<file path="src/rtl/ccs_pkg.sv">
// ----------------------------------------------------------------------------
// ccs_pkg
// Types, character codes and stage functions of the C comment stripper.
// ----------------------------------------------------------------------------
package ccs_pkg;

    localparam logic [7:0] CH_SLASH = 8'h2F;
    localparam logic [7:0] CH_STAR  = 8'h2A;
    localparam logic [7:0] CH_CR    = 8'h0D;
    localparam logic [7:0] CH_LF    = 8'h0A;
    localparam logic [7:0] CH_NONE  = 8'h00;

    // Block comment stage mode.
    typedef enum logic [1:0] {
        BLK_NORMAL,
        BLK_SLASH,
        BLK_IN,
        BLK_STAR
    } blk_mode_t;

    // Line comment stage mode; the unused code behaves as normal text.
    typedef enum logic [1:0] {
        LN_NORMAL,
        LN_SLASH,
        LN_IN
    } ln_mode_t;

    typedef struct packed {
        logic [7:0] char_out;
        logic       has_char;
        logic       run_last;
    } result_t;

    // One byte through the block stage: what it hands to the line stage.
    typedef struct packed {
        blk_mode_t mode;
        logic      pass_slash;   // release a held slash first
        logic      pass_char;    // then the byte itself
    } blk_step_t;

    // One byte through the line stage: what it emits.
    typedef struct packed {
        ln_mode_t mode;
        logic     emit_slash;    // held slash, before the byte
        logic     emit_char;     // the byte itself
    } ln_step_t;

    function automatic blk_step_t blk_step(blk_mode_t mode, logic [7:0] c);
        blk_step_t r;
        r.mode       = mode;
        r.pass_slash = 1'b0;
        r.pass_char  = 1'b0;
        unique case (mode)
            BLK_IN: begin
                if (c == CH_STAR) r.mode = BLK_STAR;
            end
            BLK_STAR: begin
                if (c == CH_SLASH)     r.mode = BLK_NORMAL;
                else if (c != CH_STAR) r.mode = BLK_IN;
            end
            BLK_SLASH: begin
                if (c == CH_STAR) begin
                    r.mode = BLK_IN;
                end else begin
                    r.pass_slash = 1'b1;
                    if (c == CH_SLASH) begin
                        r.mode = BLK_SLASH;
                    end else begin
                        r.mode      = BLK_NORMAL;
                        r.pass_char = 1'b1;
                    end
                end
            end
            default: begin
                if (c == CH_SLASH) begin
                    r.mode = BLK_SLASH;
                end else begin
                    r.mode      = BLK_NORMAL;
                    r.pass_char = 1'b1;
                end
            end
        endcase
        return r;
    endfunction

    function automatic ln_step_t ln_step(ln_mode_t mode, logic [7:0] c);
        ln_step_t r;
        r.mode       = mode;
        r.emit_slash = 1'b0;
        r.emit_char  = 1'b0;
        unique case (mode)
            LN_IN: begin
                // keep the line ending, leave the comment
                if (c == CH_CR || c == CH_LF) begin
                    r.emit_char = 1'b1;
                    r.mode      = LN_NORMAL;
                end
            end
            LN_SLASH: begin
                if (c == CH_SLASH) begin
                    r.mode = LN_IN;
                end else begin
                    r.emit_slash = 1'b1;
                    r.emit_char  = 1'b1;
                    r.mode       = LN_NORMAL;
                end
            end
            default: begin
                if (c == CH_SLASH) begin
                    r.mode = LN_SLASH;
                end else begin
                    r.emit_char = 1'b1;
                    r.mode      = LN_NORMAL;
                end
            end
        endcase
        return r;
    endfunction

endpackage

</file>
<file path="src/rtl/c_comment_stripper.sv">
// ----------------------------------------------------------------------------
// c_comment_stripper
// Streaming removal of block and line comments from a byte stream.
// ----------------------------------------------------------------------------
// Usage:
//   Feed text one byte per transfer on the s_ channel; s_tlast marks the last
//   byte of a text. Kept bytes leave on the m_ channel, one per transfer, with
//   m_tuser high. At the end of a text the final result carries m_tlast; if
//   nothing is left to send at that point, a marker transfer with m_tuser low
//   and m_tdata zero carries m_tlast alone.
//   A byte accepted on s_ waits in the input register; its results then enter
//   the result queue, whose head entry is driven on m_.
//   Throughput: one input byte per cycle while each byte yields at most one
//   result and the receiver takes results; a byte that releases a held slash
//   plus itself yields two results and fills the two-entry result queue, so
//   the rate is set by the single output port (one result per cycle).
//   Reset (aresetn low at a clock edge) empties the input register and the
//   result queue and returns both stages to normal text.
//   When the receiver stalls, the head result holds on m_ and the input
//   register keeps taking bytes as long as the queue has room for their
//   results; otherwise s_tready drops until space frees up.
// ----------------------------------------------------------------------------
module c_comment_stripper (
    input  logic       aclk,
    input  logic       aresetn,
    // input byte stream
    input  logic       s_tvalid,
    output logic       s_tready,
    input  logic [7:0] s_tdata,    // [7:0] char_in
    input  logic       s_tlast,    // end_of_text
    // kept byte stream
    output logic       m_tvalid,
    input  logic       m_tready,
    output logic [7:0] m_tdata,    // [7:0] char_out
    output logic       m_tuser,    // [0] has_char
    output logic       m_tlast     // run_last
);
    import ccs_pkg::*;

    // Input register
    logic       in_valid_reg, in_valid_next;
    logic [7:0] in_char_reg;
    logic       in_last_reg;

    // Stage modes
    blk_mode_t  blk_mode_reg, blk_mode_next;
    ln_mode_t   ln_mode_reg, ln_mode_next;

    // Result queue, head in entry 0
    result_t    q_reg [2];
    result_t    q_next [2];
    logic [1:0] cnt_reg, cnt_next;

    // Step decode
    blk_step_t  bs;
    ln_step_t   ls;
    ln_step_t   ls_slash;
    ln_step_t   ls_flush;
    ln_mode_t   ln_after_slash;
    ln_mode_t   ln_after_char;
    ln_mode_t   ln_after_flush;
    logic       emit_pre, emit_char, emit_flush;
    logic       marker;
    logic [1:0] n_bytes;
    logic [1:0] n_res;
    result_t    res0, res1;

    // Flow control
    logic       pop;
    logic       proc;
    logic [1:0] cnt_after;
    logic [2:0] fill;

    // ------------------------------------------------------------------
    // Walk the registered byte through both stages
    // ------------------------------------------------------------------
    always_comb begin
        bs             = blk_step(blk_mode_reg, in_char_reg);
        ls_slash       = ln_step(ln_mode_reg, CH_SLASH);
        ln_after_slash = bs.pass_slash ? ls_slash.mode : ln_mode_reg;
        ls             = ln_step(ln_after_slash, in_char_reg);
        ln_after_char  = bs.pass_char ? ls.mode : ln_after_slash;
        // end of text: push a held block-stage slash into the line stage
        ls_flush       = ln_step(ln_after_char, CH_SLASH);
        ln_after_flush = (bs.mode == BLK_SLASH) ? ls_flush.mode : ln_after_char;
        emit_pre       = bs.pass_char & ls.emit_slash;
        emit_char      = bs.pass_char & ls.emit_char;
        emit_flush     = in_last_reg & (ln_after_flush == LN_SLASH);
    end

    // ------------------------------------------------------------------
    // Next stage modes
    // ------------------------------------------------------------------
    always_comb begin
        blk_mode_next = blk_mode_reg;
        ln_mode_next  = ln_mode_reg;
        if (proc) begin
            if (in_last_reg) begin
                blk_mode_next = BLK_NORMAL;
                ln_mode_next  = LN_NORMAL;
            end else begin
                blk_mode_next = bs.mode;
                ln_mode_next  = ln_after_char;
            end
        end
    end

    // ------------------------------------------------------------------
    // Results of this byte: at most two, in order
    // ------------------------------------------------------------------
    always_comb begin
        n_bytes = {1'b0, emit_pre} + {1'b0, emit_char} + {1'b0, emit_flush};
        marker  = in_last_reg & (n_bytes == 2'd0);
        n_res   = marker ? 2'd1 : n_bytes;

        res0.char_out = emit_pre   ? CH_SLASH :
                        emit_char  ? in_char_reg :
                        emit_flush ? CH_SLASH : CH_NONE;
        res0.has_char = ~marker;
        res0.run_last = in_last_reg & (n_res == 2'd1);

        res1.char_out = (emit_pre & emit_char) ? in_char_reg : CH_SLASH;
        res1.has_char = 1'b1;
        res1.run_last = in_last_reg;
    end

    // ------------------------------------------------------------------
    // Flow control: process when the queue has room for every result
    // ------------------------------------------------------------------
    assign m_tvalid  = (cnt_reg != 2'd0);
    assign pop       = m_tvalid & m_tready;
    assign cnt_after = cnt_reg - {1'b0, pop};
    assign fill      = {1'b0, cnt_after} + {1'b0, n_res};
    assign proc      = in_valid_reg & (fill <= 3'd2);
    assign s_tready  = ~in_valid_reg | proc;

    always_comb begin
        in_valid_next = in_valid_reg;
        if (s_tready) in_valid_next = s_tvalid;
    end

    // shift on pop, then append this byte's results behind what remains
    always_comb begin
        q_next[0] = pop ? q_reg[1] : q_reg[0];
        q_next[1] = q_reg[1];
        cnt_next  = cnt_after;
        if (proc) begin
            cnt_next = fill[1:0];
            if (cnt_after == 2'd0) begin
                q_next[0] = res0;
                if (n_res == 2'd2) q_next[1] = res1;
            end else if (cnt_after == 2'd1) begin
                q_next[1] = res0;
            end
        end
    end

    assign m_tdata = q_reg[0].char_out;
    assign m_tuser = q_reg[0].has_char;
    assign m_tlast = q_reg[0].run_last;

    // ------------------------------------------------------------------
    // Registers
    // ------------------------------------------------------------------
    always_ff @(posedge aclk) begin
        if (!aresetn) begin
            in_valid_reg <= 1'b0;
            cnt_reg      <= 2'd0;
            blk_mode_reg <= BLK_NORMAL;
            ln_mode_reg  <= LN_NORMAL;
        end else begin
            in_valid_reg <= in_valid_next;
            cnt_reg      <= cnt_next;
            blk_mode_reg <= blk_mode_next;
            ln_mode_reg  <= ln_mode_next;
        end
    end

    // payload: load on transfer, no reset
    always_ff @(posedge aclk) begin
        if (s_tvalid && s_tready) begin
            in_char_reg <= s_tdata;
            in_last_reg <= s_tlast;
        end
        q_reg[0] <= q_next[0];
        q_reg[1] <= q_next[1];
    end

endmodule

</file>
<file path="config.mk">
export PLATFORM = sky130hd
export DESIGN_NAME = c_comment_stripper
export DESIGN_NICKNAME = d
export VERILOG_FILES = /design/src/rtl/ccs_pkg.sv /design/src/rtl/c_comment_stripper.sv
export SDC_FILE = /design/constraint.sdc
export NUM_CORES = 1
export LEC_CHECK = 0
export ABC_AREA = 1
export BUFFER_PORTS_ARGS = -buffer_cell sky130_fd_sc_hd__buf_2
export CAP_MARGIN = 20
export CORE_MARGIN = 10
export CORE_UTILIZATION = 57
export CTS_CLUSTER_DIAMETER = 40
export DETAILED_ROUTE_END_ITERATION = 8
export GPL_TIMING_DRIVEN = 0
export PLACE_DENSITY_LB_ADDON = 0.1
export SLEW_MARGIN = 20
export SYNTH_ARGS = -nofsm -noshare
export SYNTH_HDL_FRONTEND = slang
export SYNTH_SLANG_ARGS = --single-unit
</file>
<file path="constraint.sdc">
create_clock -name aclk -period 6.6 [get_ports aclk]
set_input_delay 1.65 -clock aclk [delete_from_list [all_inputs] [get_ports aclk]]
set_output_delay 1.65 -clock aclk [all_outputs]
set_load 0.01 [all_outputs]
</file>
==> metrics.txt <==
run status finished, final reports clean; max_slew headroom 50.0%; CP Buf/Inv Count 5; IO buf count 24; worst-skew pair later-pin latency 0.34 ns; Primary FF master, synth edfxtp_1; post-route minimum period 5.97 ns; Worst Setup Path Type flip-flop to primary output; R2R Setup Slk 1.76 ns; Clock transition at path regs 0.11 ns; clk root buf clkbuf_4; Synth top cells by count 88 x nand2_1, 29 x inv_1, 19 x edfxtp_1; routed len/inst 10.5 µm; worst setup margin 0.633 ns; main area contributors after synthesis edfxtp_1 28%, dfxtp_1 17%, nand2_1 16%; post-synth top area share 27.7%; most used cell, CP nand2_1; top cell family by delay on the critical path simple AND/OR/NAND/NOR gates; Max Clock Freq 0.168 GHz; sequential share of the synthesized area 44.2%; met3 WL 227 µm; Routed Antenna Nets 0; Peak VDD IR 0.169 mV; worst reg2reg endpoint q_reg[0][11]; R2R Path Start in_char_reg[7]; FFs w/ async S/R, synth 0%; final hold vios 0; DIE HEIGHT 80.1 µm; PD cells 393 mW/mm²; mapped cell area 0.00206 mm²; I/O pin count 25; top-count cell post-synth nand2_1; HP Class flip-flop to flip-flop; Worst Hold Path EP q_reg[0][1]; Mapped Cells 255; fin area 0.00229 mm²; #FFs+latches synth 36; Syn Nets 274; TritonRoute pass-1 iters 4; Worst Max-Slew Pin Slew 0.747 ns; Max Buffers Root-to-Sink 2; Worst Path Arrival 4.32 ns; hold depth 2; hold bufs inserted after CTS 0; clock skew 0.0110 ns; Area Overhead vs Synth 11.4%; crit path max fanout 6; Final nets 305; Startpoint Class flip-flop; htree depth 2; hold path start q_reg[0][1]; GR Util All Layers 12.0%; R2R depth 25; post-CTS setup repair buffer count 0; uppermost routed layer met4; proportion of layout cells with a drive suffix above 1 24.4%; pre-CTS WS 1.00 ns; first-pass GRT wire length 6210 µm; Final Slew Violations 0; Routed WL 3500 µm; std cell rows 21; pin count of the biggest net entering global routing 13; vias in the first global route 1467; dpl cell area 0.00224 mm²; synth warn 0; fin crit share 90.4%; Slowest-stage cell, CP edfxtp_1; drt initial violations 79; residual DRC count 0; routed vias/inst 4.75; total grt overflow 0; Core Box Area 0.00342 mm²; Metal-1 WL 1630 µm; LEAKAGE 1.12 nW; Critical Path Max Stage Delay 0.42 ns; max-cap violations 0; setup TNS 0 ns; Fin Hold WS 0.501 ns; GP Congestion 0.842; Post-DP HPWL 2860 µm; Clock Sinks 36; TritonCTS clock tree built; Post-synth EDFFs 19; metal2 WL 1590 µm; max reg flops 20; initial antenna violation count 0; Chip Width 80.1 µm; Crit path required time 4.95 ns; Syn Area/Cell 8.08 µm²; RSZ-0062 raised after global routing no; Starting Density 60.3%; post-cts resize count 0; area leader, netlist edfxtp_1; final antenna diode count 0; Setup violations, final 0; die area 0.00642 mm²; Worst Setup End Kind primary output; Synth cell types 34; TritonCTS Buffers 5; Via Count 1583
-- worst max-delay path by stage --
stage | from | to | slack [ns] | depth (start not counted)
6_report | in_char_reg[7] | s_tready | 0.63 | 26
5_1_grt | in_char_reg[7] | s_tready | 0.22 | 26
4_1_cts | in_char_reg[0] | s_tready | 0.59 | 26
3_5_place_dp | in_char_reg[7] | s_tready | 1.00 | 26
3_3_place_gp | in_char_reg[7] | s_tready | 1.06 | 26
2_1_floorplan | in_char_reg[2] | s_tready | 1.45 | 25
-- area by class of cell --
| type | count | area, µm² |
|---|---|---|
| flip-flops and latches | 36 | 911 |
| repair buffers | 24 | 120 |
| well taps | 46 | 57.6 |
| clock inverters | 3 | 18.8 |
| inverters | 32 | 120 |
| plain buffers | 12 | 76.3 |
| clock buffers | 5 | 37.5 |
| fillers | 319 | 1120 |
| multi-input cells | 175 | 952 |
-- layout by cell type (no fill, tap or decap), types with 3 or more instances in the layout --
cell / synthesis / final
clkbuf_4: 0 / 5
dfxtp_1: 17 / 17
nand2_2: 8 / 8
nor2_1: 16 / 16
nand3_2: 11 / 11
nand3_1: 5 / 5
a21oi_1: 9 / 9
o21ai_0: 8 / 8
buf_4: 8 / 8
ha_1: 4 / 4
nand2_1: 88 / 88
clkbuf_1: 3 / 3
edfxtp_1: 19 / 19
inv_1: 29 / 29
buf_2: 1 / 25
o31ai_1: 3 / 3
nand4_1: 3 / 3
-- kinds of logic after synthesis --
group,synth area share [%]
and+or+nand+nor,33.6
buffers and inverters,9.54
DFF,44.2
AOI/OAI and AO/OA,6.99
adders and majority gates,4.37
xor gates and xnor gates,1.28
-- worst min-delay path: stages (launching register included) --
cell and delay (ns):
dfxtp_1 0.32, nand2_1 0.06, a31oi_1 0.07
-- through the flow --
stage / instances / power, W / util (%)
after floorplan: 255 / 0.000691 / -
after global placement: 325 / 0.000789 / 65.5
after detailed placement: 325 / 0.000799 / 65.5
after CTS: 333 / 0.000915 / 67.1
after global routing: 333 / 0.000991 / 67.1
final: 333 / 0.000900 / 67.1
-- metal layers --
layer	track usage (%)	up-vias
li1	-	866
met1	13.7	683
met2	19.7	28
met3	4.45	6
met4	4.75	0
met5	0	-
-- power breakdown --
group          leakage, nW  internal [W]  switching (W)
logic                0.766      0.000174       0.000266
registers            0.316      0.000319      0.0000264
clock network       0.0349     0.0000409      0.0000739
total                 1.12      0.000534       0.000366
(Power assumes the default switching activity.)
